## src/rtl/lwic_pkg.sv

```systemverilog
package lwic_pkg;

    // Stack geometry.
    localparam int DEPTH       = 64;
    localparam int HANDLE_BITS = 32;
    localparam int ADDR_W      = $clog2(DEPTH);
    localparam int CNT_W       = ADDR_W + 1;
    // The cursor runs from -1 (before the first entry) to DEPTH (past the last).
    localparam int CUR_W       = ADDR_W + 2;

    typedef enum logic [2:0] {
        OP_PUSH   = 3'd0,
        OP_POP    = 3'd1,
        OP_CLEAR  = 3'd2,
        OP_NEXT   = 3'd3,
        OP_REWIND = 3'd4,
        OP_SETDIR = 3'd5
    } t_op;

    typedef enum logic [1:0] {
        ST_OK   = 2'd0,
        ST_FULL = 2'd1,
        ST_NONE = 2'd2
    } t_status;

    typedef enum logic {
        S_IDLE = 1'b0,
        S_EXEC = 1'b1
    } t_state;

    // Commands from the controller to the datapath.
    typedef struct packed {
        logic accept;
        logic load;
    } t_cmd;

endpackage

```

## src/rtl/lwic_in_if.sv

```systemverilog
interface lwic_in_if;
    logic                                valid;
    logic                                ready;
    lwic_pkg::t_op                       op;
    logic [lwic_pkg::HANDLE_BITS-1:0]    handle_in;
    logic                                new_direction;

    modport source (output valid, output op, output handle_in, output new_direction,
                    input ready);
    modport sink   (input valid, input op, input handle_in, input new_direction,
                    output ready);
endinterface

```

## src/rtl/lwic_out_if.sv

```systemverilog
interface lwic_out_if;
    logic                                valid;
    logic                                ready;
    logic [lwic_pkg::HANDLE_BITS-1:0]    handle_out;
    logic                                found;
    logic [lwic_pkg::ADDR_W-1:0]         push_index;
    logic [lwic_pkg::CNT_W-1:0]          entry_count;
    lwic_pkg::t_status                   status;

    modport source (output valid, output handle_out, output found, output push_index,
                    output entry_count, output status, input ready);
    modport sink   (input valid, input handle_out, input found, input push_index,
                    input entry_count, input status, output ready);
endinterface

```

## src/rtl/lifo_with_iterator_cursor.sv

```systemverilog
// A result word enters the output register in the controller's load step, after its word
// is accepted and once that register is free; no new word is taken before then.
// A new word is taken while the previous result still waits to be read out.
// Reset (synchronous, active low) empties the stack, sets the cursor to 0 and selects
// backward iteration; the entry RAM is not cleared and needs no clearing pass.
module lifo_with_iterator_cursor (
    input  logic        i_clk,
    input  logic        i_rst_n,
    lwic_in_if.sink     i_in,
    lwic_out_if.source  o_out
);
    import lwic_pkg::*;

    t_cmd w_cmd;

    // The controller sequences each word through two steps. In the first, the
    // datapath decides the whole outcome from the stack count, the cursor and
    // the direction, updates them, writes the RAM for a push and starts the RAM
    // read for a pop or a next. In the second, the read data is joined to the
    // settled fields and the result word is moved into the output register, as
    // soon as that register is empty or is being emptied in the same cycle.
    lwic_ctrl u_ctrl (
        .i_clk       (i_clk),
        .i_rst_n     (i_rst_n),
        .i_in_valid  (i_in.valid),
        .o_in_ready  (i_in.ready),
        .o_out_valid (o_out.valid),
        .i_out_ready (o_out.ready),
        .o_cmd       (w_cmd)
    );

    // The datapath holds the count, the signed cursor (from before the first
    // entry to past the last), the direction and the entry RAM. Popping leaves
    // the cursor where it was, so a backward next may return an entry already
    // popped; the RAM still holds its last written value.
    lwic_dp u_dp (
        .i_clk           (i_clk),
        .i_rst_n         (i_rst_n),
        .i_cmd           (w_cmd),
        .i_op            (i_in.op),
        .i_handle_in     (i_in.handle_in),
        .i_new_direction (i_in.new_direction),
        .o_handle_out    (o_out.handle_out),
        .o_found         (o_out.found),
        .o_push_index    (o_out.push_index),
        .o_entry_count   (o_out.entry_count),
        .o_status        (o_out.status)
    );

endmodule

```

## src/rtl/lwic_ram.sv

```systemverilog
module lwic_ram #(
    parameter int WIDTH = 32,
    parameter int DEPTH = 64
) (
    input  logic                     i_clk,
    input  logic                     i_we,
    input  logic [$clog2(DEPTH)-1:0] i_waddr,
    input  logic [WIDTH-1:0]         i_wdata,
    input  logic                     i_re,
    input  logic [$clog2(DEPTH)-1:0] i_raddr,
    output logic [WIDTH-1:0]         o_rdata
);

    logic [WIDTH-1:0] r_mem [DEPTH];
    logic [WIDTH-1:0] r_rdata;

    always_ff @(posedge i_clk) begin
        if (i_we) begin
            r_mem[i_waddr] <= i_wdata;
        end
        if (i_re) begin
            r_rdata <= r_mem[i_raddr];
        end
    end

    assign o_rdata = r_rdata;

endmodule

```

## src/rtl/lwic_dp.sv

```systemverilog
module lwic_dp (
    input  logic                                i_clk,
    input  logic                                i_rst_n,
    input  lwic_pkg::t_cmd                      i_cmd,
    input  lwic_pkg::t_op                       i_op,
    input  logic [lwic_pkg::HANDLE_BITS-1:0]    i_handle_in,
    input  logic                                i_new_direction,
    output logic [lwic_pkg::HANDLE_BITS-1:0]    o_handle_out,
    output logic                                o_found,
    output logic [lwic_pkg::ADDR_W-1:0]         o_push_index,
    output logic [lwic_pkg::CNT_W-1:0]          o_entry_count,
    output lwic_pkg::t_status                   o_status
);
    import lwic_pkg::*;

    // Architectural state.
    logic [CNT_W-1:0]        r_count,    n_count;
    logic signed [CUR_W-1:0] r_cursor,   n_cursor;
    logic                    r_backward, n_backward;

    // Result fields settled at acceptance, waiting for the read data.
    logic                    r_res_found,  n_res_found;
    logic [ADDR_W-1:0]       r_res_pidx,   n_res_pidx;
    t_status                 r_res_status, n_res_status;

    // Output register.
    logic [HANDLE_BITS-1:0]  r_out_handle;
    logic                    r_out_found;
    logic [ADDR_W-1:0]       r_out_pidx;
    logic [CNT_W-1:0]        r_out_count;
    t_status                 r_out_status;

    logic                    w_we;
    logic                    w_re;
    logic [ADDR_W-1:0]       w_raddr;
    logic [HANDLE_BITS-1:0]  w_rdata;
    logic signed [CUR_W-1:0] w_count_s;
    logic signed [CUR_W-1:0] w_cur_inc;
    logic signed [CUR_W-1:0] w_cur_dec;
    logic signed [CUR_W-1:0] w_start;

    assign w_count_s = $signed({{(CUR_W-CNT_W){1'b0}}, r_count});
    assign w_cur_inc = r_cursor + CUR_W'(1);
    assign w_cur_dec = r_cursor - CUR_W'(1);
    assign w_start   = r_backward ? w_count_s : '1;

    always_comb begin
        n_count      = r_count;
        n_cursor     = r_cursor;
        n_backward   = r_backward;
        n_res_found  = 1'b0;
        n_res_pidx   = '0;
        n_res_status = ST_OK;
        w_we         = 1'b0;
        w_re         = 1'b0;
        w_raddr      = '0;
        case (i_op)
            OP_PUSH: begin
                if (r_count >= CNT_W'(DEPTH)) begin
                    n_res_status = ST_FULL;
                end else begin
                    w_we       = i_cmd.accept;
                    n_res_pidx = r_count[ADDR_W-1:0];
                    n_count    = r_count + CNT_W'(1);
                    // First entry: cursor goes to the starting end.
                    if (r_count == '0) begin
                        n_cursor = r_backward ? CUR_W'(1) : '1;
                    end
                end
            end
            OP_POP: begin
                if (r_count != '0) begin
                    n_count     = r_count - CNT_W'(1);
                    w_re        = i_cmd.accept;
                    w_raddr     = n_count[ADDR_W-1:0];
                    n_res_found = 1'b1;
                end else begin
                    n_res_status = ST_NONE;
                end
            end
            OP_CLEAR: begin
                n_count  = '0;
                n_cursor = '0;
            end
            OP_NEXT: begin
                if (r_count == '0) begin
                    n_res_status = ST_NONE;
                end else if (!r_backward) begin
                    if (r_cursor < w_count_s - CUR_W'(1)) begin
                        n_cursor    = w_cur_inc;
                        w_re        = i_cmd.accept;
                        w_raddr     = w_cur_inc[ADDR_W-1:0];
                        n_res_found = 1'b1;
                    end else begin
                        n_res_status = ST_NONE;
                    end
                end else begin
                    if (r_cursor > CUR_W'(0)) begin
                        n_cursor    = w_cur_dec;
                        w_re        = i_cmd.accept;
                        w_raddr     = w_cur_dec[ADDR_W-1:0];
                        n_res_found = 1'b1;
                    end else begin
                        n_res_status = ST_NONE;
                    end
                end
            end
            OP_REWIND: begin
                n_cursor = w_start;
            end
            OP_SETDIR: begin
                n_backward = i_new_direction;
                if (r_count != '0) begin
                    // Swap the cursor between its two end positions.
                    if (r_cursor == '1) begin
                        n_cursor = w_count_s;
                    end else if (r_cursor == w_count_s) begin
                        n_cursor = '1;
                    end
                end
            end
            default: begin
            end
        endcase
    end

    lwic_ram #(
        .WIDTH (HANDLE_BITS),
        .DEPTH (DEPTH)
    ) u_ram (
        .i_clk   (i_clk),
        .i_we    (w_we),
        .i_waddr (r_count[ADDR_W-1:0]),
        .i_wdata (i_handle_in),
        .i_re    (w_re),
        .i_raddr (w_raddr),
        .o_rdata (w_rdata)
    );

    always_ff @(posedge i_clk) begin
        if (!i_rst_n) begin
            r_count    <= '0;
            r_cursor   <= '0;
            r_backward <= 1'b1;
        end else if (i_cmd.accept) begin
            r_count    <= n_count;
            r_cursor   <= n_cursor;
            r_backward <= n_backward;
        end
    end

    always_ff @(posedge i_clk) begin
        if (i_cmd.accept) begin
            r_res_found  <= n_res_found;
            r_res_pidx   <= n_res_pidx;
            r_res_status <= n_res_status;
        end
        if (i_cmd.load) begin
            r_out_handle <= r_res_found ? w_rdata : '0;
            r_out_found  <= r_res_found;
            r_out_pidx   <= r_res_pidx;
            r_out_count  <= r_count;
            r_out_status <= r_res_status;
        end
    end

    assign o_handle_out  = r_out_handle;
    assign o_found       = r_out_found;
    assign o_push_index  = r_out_pidx;
    assign o_entry_count = r_out_count;
    assign o_status      = r_out_status;

endmodule

```

## src/rtl/lwic_ctrl.sv

```systemverilog
module lwic_ctrl (
    input  logic           i_clk,
    input  logic           i_rst_n,
    input  logic           i_in_valid,
    output logic           o_in_ready,
    output logic           o_out_valid,
    input  logic           i_out_ready,
    output lwic_pkg::t_cmd o_cmd
);
    import lwic_pkg::*;

    t_state r_state, n_state;
    logic   r_out_valid, n_out_valid;
    logic   w_slot_free;

    // The output register can take a new word when empty or being drained.
    assign w_slot_free = !r_out_valid || i_out_ready;

    always_comb begin
        n_state = r_state;
        case (r_state)
            S_IDLE: begin
                if (i_in_valid) begin
                    n_state = S_EXEC;
                end
            end
            S_EXEC: begin
                if (w_slot_free) begin
                    n_state = S_IDLE;
                end
            end
            default: begin
                n_state = S_IDLE;
            end
        endcase
    end

    always_comb begin
        o_in_ready = 1'b0;
        o_cmd      = '0;
        case (r_state)
            S_IDLE: begin
                o_in_ready   = 1'b1;
                o_cmd.accept = i_in_valid;
            end
            S_EXEC: begin
                o_cmd.load = w_slot_free;
            end
            default: begin
            end
        endcase
    end

    always_comb begin
        n_out_valid = r_out_valid;
        if (o_cmd.load) begin
            n_out_valid = 1'b1;
        end else if (i_out_ready) begin
            n_out_valid = 1'b0;
        end
    end

    always_ff @(posedge i_clk) begin
        if (!i_rst_n) begin
            r_state     <= S_IDLE;
            r_out_valid <= 1'b0;
        end else begin
            r_state     <= n_state;
            r_out_valid <= n_out_valid;
        end
    end

    assign o_out_valid = r_out_valid;

endmodule

```

## src/flat_wrapper.sv

```systemverilog
// flat-port wrapper written by rule: the top's interface ports become plain ports
module lifo_with_iterator_cursor_flat import lwic_pkg::*;
  (i_clk, i_rst_n, i_in_valid, i_in_op, i_in_handle_in, i_in_new_direction, i_in_ready, o_out_valid, o_out_handle_out, o_out_found, o_out_push_index, o_out_entry_count, o_out_status, o_out_ready);
  lwic_in_if i_in_i ();
  lwic_out_if o_out_i ();
  input  logic i_clk;
  input  logic i_rst_n;
  input wire logic [$bits(i_in_i.valid)-1:0] i_in_valid;
  input wire logic [$bits(i_in_i.op)-1:0] i_in_op;
  input wire logic [$bits(i_in_i.handle_in)-1:0] i_in_handle_in;
  input wire logic [$bits(i_in_i.new_direction)-1:0] i_in_new_direction;
  output wire logic [$bits(i_in_i.ready)-1:0] i_in_ready;
  output wire logic [$bits(o_out_i.valid)-1:0] o_out_valid;
  output wire logic [$bits(o_out_i.handle_out)-1:0] o_out_handle_out;
  output wire logic [$bits(o_out_i.found)-1:0] o_out_found;
  output wire logic [$bits(o_out_i.push_index)-1:0] o_out_push_index;
  output wire logic [$bits(o_out_i.entry_count)-1:0] o_out_entry_count;
  output wire logic [$bits(o_out_i.status)-1:0] o_out_status;
  input wire logic [$bits(o_out_i.ready)-1:0] o_out_ready;
  assign i_in_i.valid = i_in_valid;
  assign i_in_i.op = i_in_op;
  assign i_in_i.handle_in = i_in_handle_in;
  assign i_in_i.new_direction = i_in_new_direction;
  assign i_in_ready = i_in_i.ready;
  assign o_out_valid = o_out_i.valid;
  assign o_out_handle_out = o_out_i.handle_out;
  assign o_out_found = o_out_i.found;
  assign o_out_push_index = o_out_i.push_index;
  assign o_out_entry_count = o_out_i.entry_count;
  assign o_out_status = o_out_i.status;
  assign o_out_i.ready = o_out_ready;
  lifo_with_iterator_cursor u_core (.i_clk(i_clk), .i_rst_n(i_rst_n), .i_in(i_in_i), .o_out(o_out_i));
endmodule
```

## config.mk

```make
export PLATFORM = sky130hd
export DESIGN_NAME = lifo_with_iterator_cursor_flat
export DESIGN_NICKNAME = d
export VERILOG_FILES = /design/src/rtl/lwic_pkg.sv /design/src/rtl/lwic_in_if.sv /design/src/rtl/lwic_out_if.sv /design/src/rtl/lifo_with_iterator_cursor.sv /design/src/rtl/lwic_ram.sv /design/src/rtl/lwic_dp.sv /design/src/rtl/lwic_ctrl.sv /design/src/flat_wrapper.sv
export SDC_FILE = /design/constraint.sdc
export NUM_CORES = 2
export LEC_CHECK = 0
export BUFFER_PORTS_ARGS = -buffer_cell sky130_fd_sc_hd__buf_2
export CAP_MARGIN = 0
export CORE_ASPECT_RATIO = 1.75
export CORE_MARGIN = 3
export CORE_UTILIZATION = 30
export DETAILED_ROUTE_END_ITERATION = 8
export PLACE_DENSITY = 0.42
export SYNTH_ARGS = -nofsm -noshare
export SYNTH_HDL_FRONTEND = slang
export SYNTH_SLANG_ARGS = --single-unit
```

## constraint.sdc

```tcl
create_clock -name i_clk -period 4.22 [get_ports i_clk]
set_clock_uncertainty 0.1 [all_clocks]
set_input_delay 0.211 -clock i_clk [delete_from_list [all_inputs] [get_ports i_clk]]
set_output_delay 0.211 -clock i_clk [all_outputs]
set_load 0.02 [all_outputs]
```

==> metrics.csv <==
stage;metric;value;unit
run_status;status;finished, violations left;
run_status;violations;negative setup slack;
global_routing;grt_max_degree;65;
yosys;synth_area;85780;µm²
drt;via_per_inst;5.014;
global_routing;grt_first_pass_wirelength;406900;µm
clocking;clkLatencyLatePin;0.85;ns
clocking;htree_num_levels;4;
yosys;synth_sequential_area_ratio;0.7523;
drt;vias;53090;
cells_and_area;nNetsFinal;6699;
critical_path;critical_path_required;4.71;ns
critical_path;setup.worst_path.start_class;flop;
run;timing.max_cap.violations;0;
critical_path;end_kind;flop;
yosys;synth_ff_type;edfxtp_1;
timing;timing.max_slew.rel_slack;0.09786;
drt;route.detailed.drc;0;
place;pre_cts_slack;-0.9849;ns
timing;maxClockFrequency;213.0;MHz
floorplan;ioPinCount;90;
drt;routedWlPerCell;27.67;µm
timing;number_of_pins_with_negative_max_slew_slack_in_the_final_report;0;
drt;drt_first_iter_violations;3793;
yosys;synth-async-reset-ratio;0;
yosys;postSynthNetCount;5930;
timing;final.period_utilization;1.113;
drt;ant_nets;0;
timing;final.min_clock_period;4.695;ns
timing;setup-violations-final;32;
timing;final_hold_viol_count;0;
cells_and_area;final_util;0.3775;
yosys;synth-seq-cells;2155;
yosys;post_synth_inst_count;5876;
clocking;clk_path_buf_depth;4;
critical_path;top_fanout_value_on_the_critical_path;8;
clocking;clk_pin_slew;0.06;ns
floorplan;core-area;284500;µm²
place;dp_hpwl;182400;µm
drt;detailed_route_wire_length;292900;µm
critical_path;register_to_register_path_depth;20;
worst_hold_path;holdCritPathClass;primary input to flop;
yosys;synth_enable_flop_cells;2137;
power_and_ir_drop;leakagePower;0.03795;µW
timing;timing_worst_slew_pin_value;1.353;ns
critical_path;crit_type;flop to flop;
timing;fin_worst_hold_slack;0.05782;ns
floorplan;floorplan.initialDensity;0.3015;
power_and_ir_drop;worst_ir_drop_vdd;0.0003081;V
floorplan;chipWidth;410.2;µm
cells_and_area;fill_cell_total_of_the_finished_layout;26988;
yosys;warnings_from_yosys;0;
clocking;cts_root_buf;clkbuf_16;
place;gp_congestion;0.8494;
clocking;cts_buffers;201;
timing;grt_setup_unrepaired;true;
worst_hold_path;timing.hold.worst_path_depth;1;
power_and_ir_drop;powerDensity;407.1;nW/µm²
timing;final_worst_path_setup_slack;-0.4753;ns
clocking;clkSinkCount;2155;
critical_path;cp.arrival;5.19;ns
power_and_ir_drop;report.power.total;43720;µW
yosys;yosysUniqueCellTypes;79;
floorplan;rows;259;
cells_and_area;synthToLayoutAreaGrowth;25.20;%
cells_and_area;post_route_cells_drive_above_1_share;0.2220;
floorplan;design.die.area;292600;µm²
global_routing;antenna_found_initial;16;
global_routing;remaining_global_route_overflow;0;
clocking;tritoncts;yes;
place;io_buffers;89;
drt;drt_pass1_iterations;5;
global_routing;vias_in_the_first_global_route;53186;
timing;timing.setup.tns;-12.32;ns
global_routing;gr-usage-all-layers;0.1925;
floorplan;die_h;713.4;µm
yosys;average_instance_area_after_synthesis;14.60;µm²
Yosys cell counts (40+ instances only):
| cell | instances | area share |
|---|---|---|
| o21ai_0 | 66 | 0.0039 |
| nand3_1 | 633 | 0.037 |
| a311oi_1 | 57 | 0.0058 |
| buf_1 | 40 | 0.0018 |
| o22ai_1 | 87 | 0.0063 |
| a31oi_1 | 40 | 0.0029 |
| clkbuf_1 | 133 | 0.0058 |
| edfxtp_1 | 2137 | 0.75 |
| nand2_1 | 1151 | 0.050 |
| o41ai_1 | 47 | 0.0048 |
| nand4_1 | 43 | 0.0031 |
| buf_2 | 179 | 0.010 |
| and4_1 | 46 | 0.0047 |
| nor3_1 | 114 | 0.0067 |
| a21oi_1 | 61 | 0.0036 |
| and3_1 | 57 | 0.0042 |
| mux2i_1 | 484 | 0.056 |
| nor2_1 | 88 | 0.0039 |
| and2_1 | 49 | 0.0036 |
per-layer routing:
metal | routed length [µm] | vias to the layer above | GRT usage
li1 | - | 23905 | -
met1 | 115300 | 27737 | 0.2277
met2 | 159800 | 1051 | 0.3676
met3 | 9263 | 391 | 0.01869
met4 | 8531 | 6 | 0.05160
met5 | 37 | - | 0
layout by cell type, fill, tap and decap left out, drive strengths merged, types with 15 or more instances in the layout:
master       synthesis  final
edfxtp            2137   2137
a311oi              57     57
nand2             1152   1152
clkbuf             133    267
nand3              633    633
nor3               116    116
and2                49     49
nand4               43     43
a31oi               40     40
clkinv               0     80
mux2i              484    484
a211oi              16     16
and4                46     46
dlygate4sd3          0     31
nor2                96     96
o21ai               69     69
buf                249    897
o22ai               87     87
and3                57     57
o211ai              22     22
a32oi               31     31
a21oi               62     62
nor2b               15     15
dfxtp               18     18
a22oi               37     37
inv                 25     28
o41ai               48     48
registers in the layout (all words and copies together), names as in the netlist, 2 cells and up:
signal,cells
u_core.u_dp.r_res_status,2
u_core.u_dp.r_cursor,8
u_core.u_dp.o_push_index,6
u_core.u_dp.r_res_pidx,6
u_core.u_dp.o_entry_count,7
u_core.u_dp.o_handle_out,32
u_core.u_dp.o_status,2
u_core.u_dp.u_ram.o_rdata,32
u_core.u_dp.u_ram.r_mem,2048
u_core.u_dp.r_count,7
through the flow:
step           cell area, µm²  instances
3_3_place_gp            96950      10039
2_1_floorplan           86130       5876
3_5_place_dp            96950      10039
6_report               107400      10588
5_1_grt                107400      10582
4_1_cts                105000      10480
final timing paths:
| check | slack (ns) | startpoint | endpoint |
|---|---|---|---|
| min reg2reg | 0.32 | u_core.u_dp.r_res_status[1]$_DFFE_PP_ | u_core.u_dp.o_status[1]$_DFFE_PP_ |
| max | -0.48 | u_core.u_dp.r_count[2]$_SDFFE_PN0P_ | u_core.u_dp.u_ram.o_rdata[29]$_DFFE_PP_ |
| min | 0.06 | i_in_handle_in[26] | u_core.u_dp.u_ram.r_mem[44][26]$_DFFE_PP_ |
| max reg2reg | -0.48 | u_core.u_dp.r_count[2]$_SDFFE_PN0P_ | u_core.u_dp.u_ram.o_rdata[29]$_DFFE_PP_ |
layout make-up:
class | instances | area, µm² | area share
timing repair buffer | 948 | 10410 | 0.09694
multi-input combinational | 3314 | 21410 | 0.1993
tap | 3784 | 4735 | 0.04408
clock buffer | 250 | 5330 | 0.04963
clock inverter | 105 | 872.1 | 0.008120
sequential | 2155 | 64530 | 0.6009
antenna | 7 | 17.52 | 0.0001631
inverter | 25 | 93.84 | 0.0008737
cells by family after synthesis:
| logic type | synth area share |
|---|---|
| and+or+nand+nor | 0.1197 |
| AOI/OAI and AO/OA | 0.04516 |
| muxes | 0.05740 |
| DFF | 0.7523 |
| buffers and inverters | 0.02182 |
| xor gates and xnor gates | 0.001634 |
| adders and majority gates | 0.002042 |
worst max-delay path, stage by stage (launching register included):
cell and delay, ns:
dfxtp_2 0.32, or3_4 0.38, or3_4 0.36, buf_6 0.13, xor2_2 0.15, ha_1 0.34
nand3_2 0.09, a211o_1 0.28, buf_12 0.16, a31oi_4 0.15, buf_12 0.14, buf_12 0.13
buf_16 0.14, buf_6 0.10, buf_6 0.08, mux2i_1 0.20, nor3_2 0.07, nor4_2 0.31
buf_4 0.17, o221ai_2 0.09, or4_1 0.53
repair_timing:
| action | 4_1_cts | 5_1_grt |
|---|---|---|
| setup buffers | 47 | 98 |
| endpoints found under the hold margin | 818 | 0 |
| hold buffers | 31 | 0 |
| gates cloned | 8 | 17 |
| setup endpoints to repair | 32 | 32 |
| resized for setup | 176 | 226 |
| pin swaps | 51 | 110 |
power by group:
| group | internal [µW] | switching, µW |
|---|---|---|
| registers | 23600 | 27.5 |
| logic | 849 | 1450 |
| clock network | 9780 | 8030 |
No activity file was read; power rests on OpenSTA's default activity.
